`src/rtl/gtsp_pkg.sv`:
```
package gtsp_pkg;

	// item kinds carried on s_tuser
	typedef enum logic [0:0] {
		ACT_START = 1'b0,
		ACT_TICK  = 1'b1
	} action_t;

	localparam int unsigned TARGET_W  = 13;
	localparam int unsigned SPEED_W   = 7;
	localparam int unsigned HEADING_W = 16;
	localparam int unsigned MAG_W     = 12;
	localparam int unsigned SLOW_W    = 8;
	localparam int unsigned DRIVE_W   = 8;

	localparam int unsigned SDATA_W   = 40;
	localparam int unsigned MDATA_W   = 24;

	localparam logic [SPEED_W-1:0] TURN_SPEED_RST = 7'd127;

	// slowdown kicks in once this many degrees or fewer remain
	localparam logic [MAG_W-1:0] NEAR_LIMIT = 12'd38;
	localparam logic [SLOW_W-1:0] SLOW_MAX  = 8'd255;

	// x/10 for x <= 4096: (x * 3277) >> 15
	localparam logic [11:0] TENTH_MUL = 12'd3277;
	localparam int unsigned TENTH_SH  = 15;

	// x/3 for x <= 38: (x * 43) >> 7
	localparam logic [5:0] THIRD_MUL = 6'd43;
	localparam int unsigned THIRD_SH = 7;

endpackage

```
`src/rtl/gyro_turn_speed_profiler_top.sv`:
```
// channel  dir  signals                         word
// s        in   s_tvalid s_tready s_tdata s_tuser  start or tick item
// m        out  m_tvalid m_tready m_tdata        drive command
// cfg      in   cfg_valid cfg_ready cfg_data     turn_speed write
//
// One word per cycle while m_tready is high; path: input stage, result register.
// Target reduction is done before the input stage, the turn update after it.
// Reset clears the turn (idle), the slowdown and sets turn_speed to 127.
// A stalled m side holds the result; s_tready drops only when both stages are full.
// cfg_ready is always high.
module gyro_turn_speed_profiler_top (
	input  logic        clk,
	input  logic        arst_n,
	input  logic        s_tvalid,
	output logic        s_tready,
	// [12:0] target_degrees, [19:13] min_speed, [35:20] heading, [39:36] zero
	input  logic [39:0] s_tdata,
	// [0] action
	input  logic [0:0]  s_tuser,
	output logic        m_tvalid,
	input  logic        m_tready,
	// [7:0] left_drive, [15:8] right_drive, [16] done_res, [23:17] zero
	output logic [23:0] m_tdata,
	input  logic        cfg_valid,
	output logic        cfg_ready,
	input  logic [6:0]  cfg_data
);

	// input stage
	logic                                  v_s1;
	gtsp_pkg::action_t                     action_s1;
	logic [gtsp_pkg::MAG_W-1:0]            mag_s1;
	logic                                  sign_s1;
	logic [gtsp_pkg::SPEED_W-1:0]          floor_s1;
	logic signed [gtsp_pkg::HEADING_W-1:0] heading_s1;

	// turn state
	logic                                  active_q;
	logic signed [gtsp_pkg::HEADING_W-1:0] start_heading_q;
	logic [gtsp_pkg::MAG_W-1:0]            target_mag_q;
	logic                                  turn_sign_q;
	logic [gtsp_pkg::SLOW_W-1:0]           slowdown_q;
	logic [gtsp_pkg::SPEED_W-1:0]          floor_speed_q;
	logic [gtsp_pkg::SPEED_W-1:0]          turn_speed_q;

	// result register
	logic                                  out_valid_q;
	logic [gtsp_pkg::DRIVE_W-1:0]          drive_q;
	logic                                  done_q;

	logic advance;
	logic take;

	// front-end target reduction
	logic signed [gtsp_pkg::TARGET_W-1:0]  in_target;
	logic [gtsp_pkg::TARGET_W-1:0]         in_abs;
	logic [24:0]                           tenth_prod;
	logic [9:0]                            tenth;
	logic [gtsp_pkg::TARGET_W-1:0]         in_mag;

	// tick datapath
	logic signed [gtsp_pkg::HEADING_W:0]   diff;
	logic [gtsp_pkg::HEADING_W:0]          turned;
	logic                                  in_range;
	logic [gtsp_pkg::MAG_W-1:0]            remaining;
	logic [11:0]                           third_prod;
	logic [4:0]                            third;
	logic [gtsp_pkg::SLOW_W:0]             slow_sum;
	logic [gtsp_pkg::SLOW_W-1:0]           slow_next;
	logic signed [gtsp_pkg::SLOW_W:0]      speed_raw;
	logic [gtsp_pkg::SPEED_W-1:0]          speed;
	logic [gtsp_pkg::DRIVE_W-1:0]          drive_next;

	assign advance   = v_s1 && (!out_valid_q || m_tready);
	assign s_tready  = !v_s1 || advance;
	assign take      = s_tvalid && s_tready;
	assign cfg_ready = 1'b1;

	always_comb begin
		in_target  = s_tdata[12:0];
		in_abs     = in_target[gtsp_pkg::TARGET_W-1] ? (~in_target + 13'd1) : in_target;
		tenth_prod = {12'd0, in_abs} * {13'd0, gtsp_pkg::TENTH_MUL};
		tenth      = tenth_prod[24:gtsp_pkg::TENTH_SH];
		in_mag     = in_abs - {3'd0, tenth};
	end

	always_ff @(posedge clk or negedge arst_n) begin
		if (!arst_n) begin
			v_s1 <= 1'b0;
		end else if (s_tready) begin
			v_s1 <= s_tvalid;
		end
	end

	always_ff @(posedge clk) begin
		if (take) begin
			action_s1  <= gtsp_pkg::action_t'(s_tuser[0]);
			mag_s1     <= in_mag[gtsp_pkg::MAG_W-1:0];
			sign_s1    <= !in_target[gtsp_pkg::TARGET_W-1] && (in_target != '0);
			floor_s1   <= s_tdata[19:13];
			heading_s1 <= s_tdata[35:20];
		end
	end

	always_comb begin
		diff       = {start_heading_q[gtsp_pkg::HEADING_W-1], start_heading_q}
		           - {heading_s1[gtsp_pkg::HEADING_W-1], heading_s1};
		turned     = diff[gtsp_pkg::HEADING_W] ? (~diff + 17'd1) : diff;
		in_range   = turned <= {5'd0, target_mag_q};
		remaining  = target_mag_q - turned[gtsp_pkg::MAG_W-1:0];
		third_prod = {6'd0, remaining[5:0]} * {6'd0, gtsp_pkg::THIRD_MUL};
		third      = third_prod[11:gtsp_pkg::THIRD_SH];
		slow_sum   = {1'b0, slowdown_q} + {4'd0, third};
		if (remaining > gtsp_pkg::NEAR_LIMIT) begin
			slow_next = slowdown_q;
		end else if (slow_sum[gtsp_pkg::SLOW_W]) begin
			slow_next = gtsp_pkg::SLOW_MAX;
		end else begin
			slow_next = slow_sum[gtsp_pkg::SLOW_W-1:0];
		end
		speed_raw = $signed({2'b00, turn_speed_q}) - $signed({1'b0, slow_next});
		if (speed_raw < $signed({2'b00, floor_speed_q})) begin
			speed = floor_speed_q;
		end else begin
			speed = speed_raw[gtsp_pkg::SPEED_W-1:0];
		end
		drive_next = turn_sign_q ? {1'b0, speed} : (~{1'b0, speed} + 8'd1);
	end

	always_ff @(posedge clk or negedge arst_n) begin
		if (!arst_n) begin
			turn_speed_q <= gtsp_pkg::TURN_SPEED_RST;
		end else if (cfg_valid) begin
			turn_speed_q <= cfg_data;
		end
	end

	always_ff @(posedge clk or negedge arst_n) begin
		if (!arst_n) begin
			active_q        <= 1'b0;
			start_heading_q <= '0;
			target_mag_q    <= '0;
			turn_sign_q     <= 1'b0;
			slowdown_q      <= '0;
			floor_speed_q   <= '0;
		end else if (advance) begin
			if (action_s1 == gtsp_pkg::ACT_START) begin
				active_q        <= 1'b1;
				start_heading_q <= heading_s1;
				target_mag_q    <= mag_s1;
				turn_sign_q     <= sign_s1;
				slowdown_q      <= '0;
				floor_speed_q   <= floor_s1;
			end else if (active_q) begin
				if (in_range) begin
					slowdown_q <= slow_next;
				end else begin
					active_q <= 1'b0;
				end
			end
		end
	end

	always_ff @(posedge clk or negedge arst_n) begin
		if (!arst_n) begin
			out_valid_q <= 1'b0;
		end else if (advance) begin
			out_valid_q <= 1'b1;
		end else if (m_tready) begin
			out_valid_q <= 1'b0;
		end
	end

	always_ff @(posedge clk) begin
		if (advance) begin
			if (action_s1 == gtsp_pkg::ACT_START) begin
				drive_q <= '0;
				done_q  <= 1'b0;
			end else if (active_q && in_range) begin
				drive_q <= drive_next;
				done_q  <= 1'b0;
			end else begin
				drive_q <= '0;
				done_q  <= 1'b1;
			end
		end
	end

	assign m_tvalid = out_valid_q;
	assign m_tdata  = {7'd0, done_q, drive_q, drive_q};

	// both motors always get the same command
	a_same_drive: assert property (@(posedge clk) disable iff (!arst_n)
		m_tvalid |-> m_tdata[7:0] == m_tdata[15:8])
		else $error("left and right drive differ");

	// a finished or idle turn stops the motors
	a_done_stops: assert property (@(posedge clk) disable iff (!arst_n)
		m_tvalid && m_tdata[16] |-> m_tdata[7:0] == 8'd0)
		else $error("nonzero drive with done");

	// slowdown only grows during a turn
	a_slow_mono: assert property (@(posedge clk) disable iff (!arst_n)
		advance && action_s1 == gtsp_pkg::ACT_TICK |=> slowdown_q >= $past(slowdown_q))
		else $error("slowdown decreased on a tick");

	// a tick never starts a turn
	a_tick_no_start: assert property (@(posedge clk) disable iff (!arst_n)
		advance && action_s1 == gtsp_pkg::ACT_TICK && !active_q |=> !active_q)
		else $error("tick activated an idle turn");

endmodule

```
`config.mk`:
```
export PLATFORM = sky130hd
export DESIGN_NAME = gyro_turn_speed_profiler_top
export DESIGN_NICKNAME = d
export VERILOG_FILES = /design/src/rtl/gtsp_pkg.sv /design/src/rtl/gyro_turn_speed_profiler_top.sv
export SDC_FILE = /design/constraint.sdc
export NUM_CORES = 1
export LEC_CHECK = 0
export ABC_AREA = 1
export BUFFER_PORTS_ARGS = -buffer_cell sky130_fd_sc_hd__buf_2
export CAP_MARGIN = 5
export CORE_ASPECT_RATIO = 1.5
export CORE_UTILIZATION = 60
export DETAILED_ROUTE_END_ITERATION = 8
export PLACE_DENSITY = 0.8
export SYNTH_ARGS = -nofsm -noshare
export SYNTH_HDL_FRONTEND = slang
export SYNTH_SLANG_ARGS = --single-unit
```
`constraint.sdc`:
```
create_clock -name clk -period 24.2 [get_ports clk]
set_input_delay 4.84 -clock clk [delete_from_list [all_inputs] [get_ports clk]]
set_output_delay 4.84 -clock clk [all_outputs]
set_load 0.05 [all_outputs]
```
# [After elaboration in Yosys (flattened, before gate mapping)]
# Index checks and enable logic that the tools add are counted.
[op_classes] n_reduce_logical=15 multipliers=2 mux=15 n_addsub=8 eq_ne=2 bitwise_logic=5 magnitude_cmp=3
[ops] operator="8-bit 2-to-1 mux" count=5
[ops] operator="13-bit by 12-bit multiplier with 25-bit output, second input constant" count=1
[ops] operator="17-bit by 1-bit adder with 17-bit output, second input constant" count=1
[ops] operator="17-bit by 12-bit <= comparator with 1-bit output" count=1
[ops] operator="17-bit 2-to-1 mux" count=1
[ops] operator="17-bit NOT" count=1
[ops] operator="16-bit by 16-bit subtractor with 17-bit output" count=1
[ops] operator="7-bit 2-to-1 mux" count=2
[ops] operator="13-bit by 1-bit adder with 13-bit output, second input constant" count=1
[ops] operator="13-bit 2-to-1 mux" count=1
[ops] operator="13-bit NOT" count=1
[ops] operator="13-bit nonzero test" count=1
[ops] operator="12-bit by 6-bit > comparator with 1-bit output, second input constant" count=1
[ops] operator="6-bit by 6-bit multiplier with 12-bit output, second input constant" count=1
[ops] operator="12-bit by 10-bit subtractor with 12-bit output" count=1
[ops] operator="12-bit subtractor" count=1
[ops] operator="8-bit by 5-bit adder with 9-bit output" count=1
[ops] operator="9-bit by 8-bit less-than comparator with 1-bit output" count=1
[ops] operator="7-bit by 8-bit subtractor with 9-bit output" count=1
[ops] operator="8-bit by 1-bit adder with 8-bit output, second input constant" count=1
[ops] operator="7-bit NOT with 8-bit output" count=1
[ops] operator="1-bit 2-to-1 mux" count=6
[ops] operator="1-bit logical AND" count=4
[ops] operator="2-bit by 1-bit inequality test with 1-bit output, second input constant" count=2
[ops] operator="7 further kinds" count=12
[totals] output_inout_bits=27 wordCells=67 ff_bits=100 input_bits=53

# [Longest topological paths before layout]
[depth] ltp_word=15 depth_mapped=72 depth_no_buf=72

# [Worst setup path before layout]
# No wires, ideal clock.
[synth_timing] path_kind="input port to flip-flop" startpoint="in s_tdata[12]" endpoint="reg mag_s1[11] (netlist name) (data pin)" setup_slack_ns=12.874 cell_stages=30 required_time_ns=23.921 t_arrival_ns=11.047 cell_sequence="clkbuf_1 inv_1 or2_2 xnor2_1 ha_1 fa_1 inv_1 fa_1 inv_1 fa_1 fa_1 ha_1 a21oi_1 nor2_1 a211oi_1 o211ai_1 nand2_1 nand2_1 xnor2_1 ha_1 nand2_1 nor2_1 nor2_1 o21ai_0 a21oi_1 o21bai_1 a21oi_1 o21ai_0 a211oi_1 xor2_1"
[synth_via] elab_chain_len=5
[synth_lines] element="start: declaration" line_no="gyro_turn_speed_profiler_top.sv:17" text="input logic [39:0] s_tdata,"
[synth_lines] element="13-bit NOT" line_no="gyro_turn_speed_profiler_top.sv:81" text="in_abs = in_target[gtsp_pkg::TARGET_W-1] ? (~in_target + 13'd1) : in_target;"
[synth_lines] element="13-bit by 1-bit adder with 13-bit output" line_no="gyro_turn_speed_profiler_top.sv:81"
[synth_lines] element="13-bit 2-to-1 mux *" line_no="gyro_turn_speed_profiler_top.sv:81"
[synth_lines] element="13-bit by 12-bit multiplier with 25-bit output" line_no="gyro_turn_speed_profiler_top.sv:82" text="tenth_prod = {12'd0, in_abs} * {13'd0, gtsp_pkg::TENTH_MUL};"
[synth_lines] element="12-bit by 10-bit subtractor with 12-bit output *" line_no="gyro_turn_speed_profiler_top.sv:84" text="in_mag = in_abs - {3'd0, tenth};"
[synth_lines] element="via in_mag, one bit" line_no="gyro_turn_speed_profiler_top.sv:59" text="logic [gtsp_pkg::TARGET_W-1:0] in_mag;"
[synth_lines] element="end signal: assignment" line_no="gyro_turn_speed_profiler_top.sv:98" text="mag_s1 <= in_mag[gtsp_pkg::MAG_W-1:0];"
[synth_lines] element="end: declaration" line_no="gyro_turn_speed_profiler_top.sv:32" text="logic [gtsp_pkg::MAG_W-1:0] mag_s1;"
# The timed path passes the listed nets; every way through them passes the cells marked *.
# A chain may end at the register's enable or synchronous reset.

# [Final worst setup path]
[layout_timing] startpoint="in s_tdata[0]" endpoint="reg mag_s1[11] (netlist name) (data pin)"
# The elaborated chain is that of the path after synthesis.

==> flow_results.org <==
** Run status
- The flow ran to the end, but the final reports show violations.
- Violated checks :: DRC

** Clocking
- At the later pin of the worst-skew pair, clock insertion delay measures 360 ps.
- Max H-tree Level :: 3
- After clock tree synthesis, the clock-pin slew on the worst setup and hold paths is 70 ps.
- TritonCTS built the clock tree.
- Number of buffers on the longest clock path :: 2
- The cell sitting at the root of the clock tree is a sky130_fd_sc_hd__clkbuf_16.
- CTS buffer count :: 9
- Number of hold buffers added after cts :: 0
- CTS saw 100 sinks.
- Count of instances resized after the clock tree is built :: 0
- Buffer count from post-CTS setup fixing :: 0

** STA
- Hold Worst Slack :: 486 ps
- Of the available clock period, the critical path in the final layout requires 0.519.
- Slew at the pin closest to its max-slew limit :: 1090 ps
- Max Slew Vio Count :: 0
- Min Clock Period, post-route :: 12560 ps
- Unrepaired setup endpoints after global routing :: false
- Setup violations remaining at the end of the flow were counted as 0.
- For this run, the top clock speed supported by timing is 79.6 MHz.
- Slew Limit Headroom :: 0.274
- Final Hold Vio Count :: 0
- Clock skew on the completed layout was measured at 10.7 ps.
- For the final routed database, the setup TNS stands at 0 ps.

** Die
- The floorplan step defined a core boundary enclosing 17400 um2.
- In this run the horizontal extent of the chip is 111 um.
- Die Span Y :: 166 um
- Top-Level Pins :: 80
- Full die area :: 18400 um2
- The initialized floorplan defines 59 standard-cell rows.
- For this configuration, the core starts out at a cell density of 0.614.

** Global routing
- The first global-routing pass estimated 36900 um of wire.
- Leftover overflow at the end of global routing :: 0
- Number of global-route vias before repair :: 8467
- Overall fraction of global-route tracks in use :: 0.253
- Initial antenna violation count :: 0
- Entering global routing, the biggest net connects 72 pins.

** Placed design
- Routability-driven placement congestion ratio :: 0.933
- During placement, the flow inserted port buffers numbering 67.
- Detailed placement finished with a half-perimeter wire length of 18000 um.
- Cell area after placement :: 11200 um2

** Synth
- Sequential cell area fraction in the yosys report :: 0.256
- Prevailing post-synth register cell :: sky130_fd_sc_hd__dfrtp_1
- Ranked by total cell area, the synthesized netlist is headed by sky130_fd_sc_hd__ha_1 (21%), sky130_fd_sc_hd__edfxtp_1 (13%), sky130_fd_sc_hd__dfrtp_1 (11%).
- In the synthesized netlist the async set-or-reset flop fraction comes to 0.540.
- Number of distinct library cells after synthesis :: 45
- Syn avg cell area :: 8.23 um2
- Cell type with the largest total area after synthesis :: sky130_fd_sc_hd__ha_1
- Cell area after technology mapping :: 10700 um2
- YS warnings :: 0
- Cells after Synth :: 1299
- Counting flops with a built-in enable in the synthesized netlist gives 46.
- Counting flops and latches in the post-synthesis netlist gives 100.
- Synth top area share :: 0.213

** Detailed routing
- Post-detailed-route via-to-cell ratio :: 5.35
- For this run, design rule violations remaining after detail routing come to 10.
- Post-detailed-route wirelength per cell :: 14.0 um
- The final route contains 8447 vias.
- First drt pass iteration count :: 7
- Detail Route Antenna Nets :: 0
- Total routed wirelength :: 22000 um
- DR iter-0 viols :: 327

** Critical path
- Critical path fanouts, max :: 6
- STA puts the critical path data arrival time at 12630 ps.
- Critical path start-end classification :: input pin to register
- Slowest cell on the critical path :: sky130_fd_sc_hd__xnor2_1
- Broken down by cell family, the worst path's largest delay share belongs to adder cells.
- The worst setup path is captured at a register.
- CP Data Required Time :: 24270 ps
- Worst Path Buf+Inv :: 5
- Worst setup SP type :: input pin
- CP max stage delay :: 690 ps

** Cells and area
- Summing all non-filler instances in the final layout gives an area of 11500 um2.
- 0 antenna diodes ended up in the layout.
- Fill cells in the final layout number 1456.
- Final net count :: 1649
- Share of cells above drive strength 1 :: 0.106
- Post-synthesis to final-layout area growth :: 7.48%

** Min path
- Type of the most critical hold path :: register to register

** Job
- Max-cap violations in this run came to 0.
[worst reg2reg max path, delay by kind of cell, from the launching register on]
kind / cells / cell delay, ps
AO/OA/AOI/OAI: 11 / 1670
XOR/XNOR: 3 / 550
adder cells (fa/ha/maj): 11 / 3840
buffers and inverters: 12 / 930
flip-flops: 1 / 370
AND/OR/NAND/NOR: 31 / 3320
[cell type report]
cell class	count	area (um2)	area share
timing repair buffer	75	395	0.0344
inverter	238	893	0.0777
clock inverter	7	58.8	0.00512
tap	213	267	0.0232
multi-input combinational	938	6910	0.601
sequential	100	2740	0.239
clock buffer	9	225	0.0196
[sequential cells by signal, summed over array words and instances, names as in the netlist]
name and cells:
heading_s1 16, start_heading_q 16, mag_s1 12, target_mag_q 12, drive_q 8, slowdown_q 8, floor_s1 7, floor_speed_q 7
turn_speed_q 7, action_s1 1, active_q 1, done_q 1, m_tvalid 1, sign_s1 1, turn_sign_q 1, v_s1 1
[Yosys cell counts (2+ instances only)]
cell type and count:
sky130_fd_sc_hd__or2_2 3, sky130_fd_sc_hd__nand3_2 4, sky130_fd_sc_hd__a21oi_2 2, sky130_fd_sc_hd__a21oi_1 81, sky130_fd_sc_hd__buf_2 2, sky130_fd_sc_hd__nand2_2 10, sky130_fd_sc_hd__inv_2 8, sky130_fd_sc_hd__xor2_1 37
sky130_fd_sc_hd__nand3b_1 6, sky130_fd_sc_hd__xnor2_1 26, sky130_fd_sc_hd__nand3_1 57, sky130_fd_sc_hd__conb_1 2, sky130_fd_sc_hd__nand2_1 251, sky130_fd_sc_hd__nand4_1 29, sky130_fd_sc_hd__nor3_1 4, sky130_fd_sc_hd__clkinv_1 2
sky130_fd_sc_hd__a211oi_1 2, sky130_fd_sc_hd__dfstp_2 7, sky130_fd_sc_hd__nor2_1 86, sky130_fd_sc_hd__a31oi_1 4, sky130_fd_sc_hd__mux2_2 6, sky130_fd_sc_hd__o21bai_1 8, sky130_fd_sc_hd__clkbuf_1 10, sky130_fd_sc_hd__ha_1 182
sky130_fd_sc_hd__o211ai_1 2, sky130_fd_sc_hd__inv_1 228, sky130_fd_sc_hd__nor4_1 3, sky130_fd_sc_hd__o21ai_0 49, sky130_fd_sc_hd__edfxtp_1 46, sky130_fd_sc_hd__a21o_1 6, sky130_fd_sc_hd__buf_4 17, sky130_fd_sc_hd__nor2_2 6
sky130_fd_sc_hd__dfrtp_1 47, sky130_fd_sc_hd__nor2_4 4, sky130_fd_sc_hd__fa_1 52
[worst paths after layout]
path | depth (start not counted) | endpoint | slack [ps] | start
max in group asynchronous | 2 | start_heading_q[9]$_DFFE_PN0P_ | 19090 | arst_n
min in group asynchronous | 2 | slowdown_q[3]$_DFFE_PN0P_ | 4630 | arst_n
min reg2reg | 1 | floor_speed_q[0]$_DFFE_PN0P_ | 490 | floor_s1[0]$_DFFE_PP_
max reg2reg | 68 | drive_q[5]$_SDFFCE_PN0P_ | 13280 | start_heading_q[0]$_DFFE_PN0P_
max | 33 | mag_s1[11]$_DFFE_PP_ | 11640 | s_tdata[0]
min | 1 | floor_speed_q[0]$_DFFE_PN0P_ | 490 | floor_s1[0]$_DFFE_PP_
[logic make-up (layout without fill, tap and decap cells)]
logic type               after synthesis  in the layout  synth area share
AO/OA/AOI/OAI                        160            160            0.0820
XOR/XNOR                              63             63            0.0516
adder cells (fa/ha/maj)              234            234             0.310
buffers and inverters                267            329            0.0999
flip-flops                           100            100             0.256
multiplexers                           6              6           0.00632
other                                  2              8          0.000702
AND/OR/NAND/NOR                      467            467             0.193
[metal layers]
metal | GRT usage | part of all wire | wire, um
met5 | 0 | 0 | 0
met4 | 0.113 | 0.031 | 678
met3 | 0.0230 | 0.022 | 486
met2 | 0.525 | 0.56 | 12400
met1 | 0.253 | 0.39 | 8490
[cell usage in the layout (no fill, tap or decap), drive strengths merged, types with 4 or more instances in the layout]
master and count:
xnor2 26, clkbuf 9, fa 52, xor2 37
nor2 96, a21oi 83, nand3b 6, ha 182
mux2 6, dfstp 7, nand4 29, nor3 4
buf 75, clkinv 5, a21o 6, a31oi 4
or2 4, dfrtp 47, edfxtp 46, nand3 62
o21ai 50, conb 8, inv 238, nand2 262
o21bai 8
[per-stage QoR]
step,utilization,instances,setup WS (ps)
2_1_floorplan,-,1305,12870
3_3_place_gp,0.643,1564,11590
3_5_place_dp,0.643,1564,11290
4_1_cts,0.660,1580,11620
5_1_grt,0.660,1580,11310
6_report,0.660,1580,11640
Power is left out: the tool's default activity adds up to more than one toggle a clock period on the data nets, which glitch-free logic cannot reach.
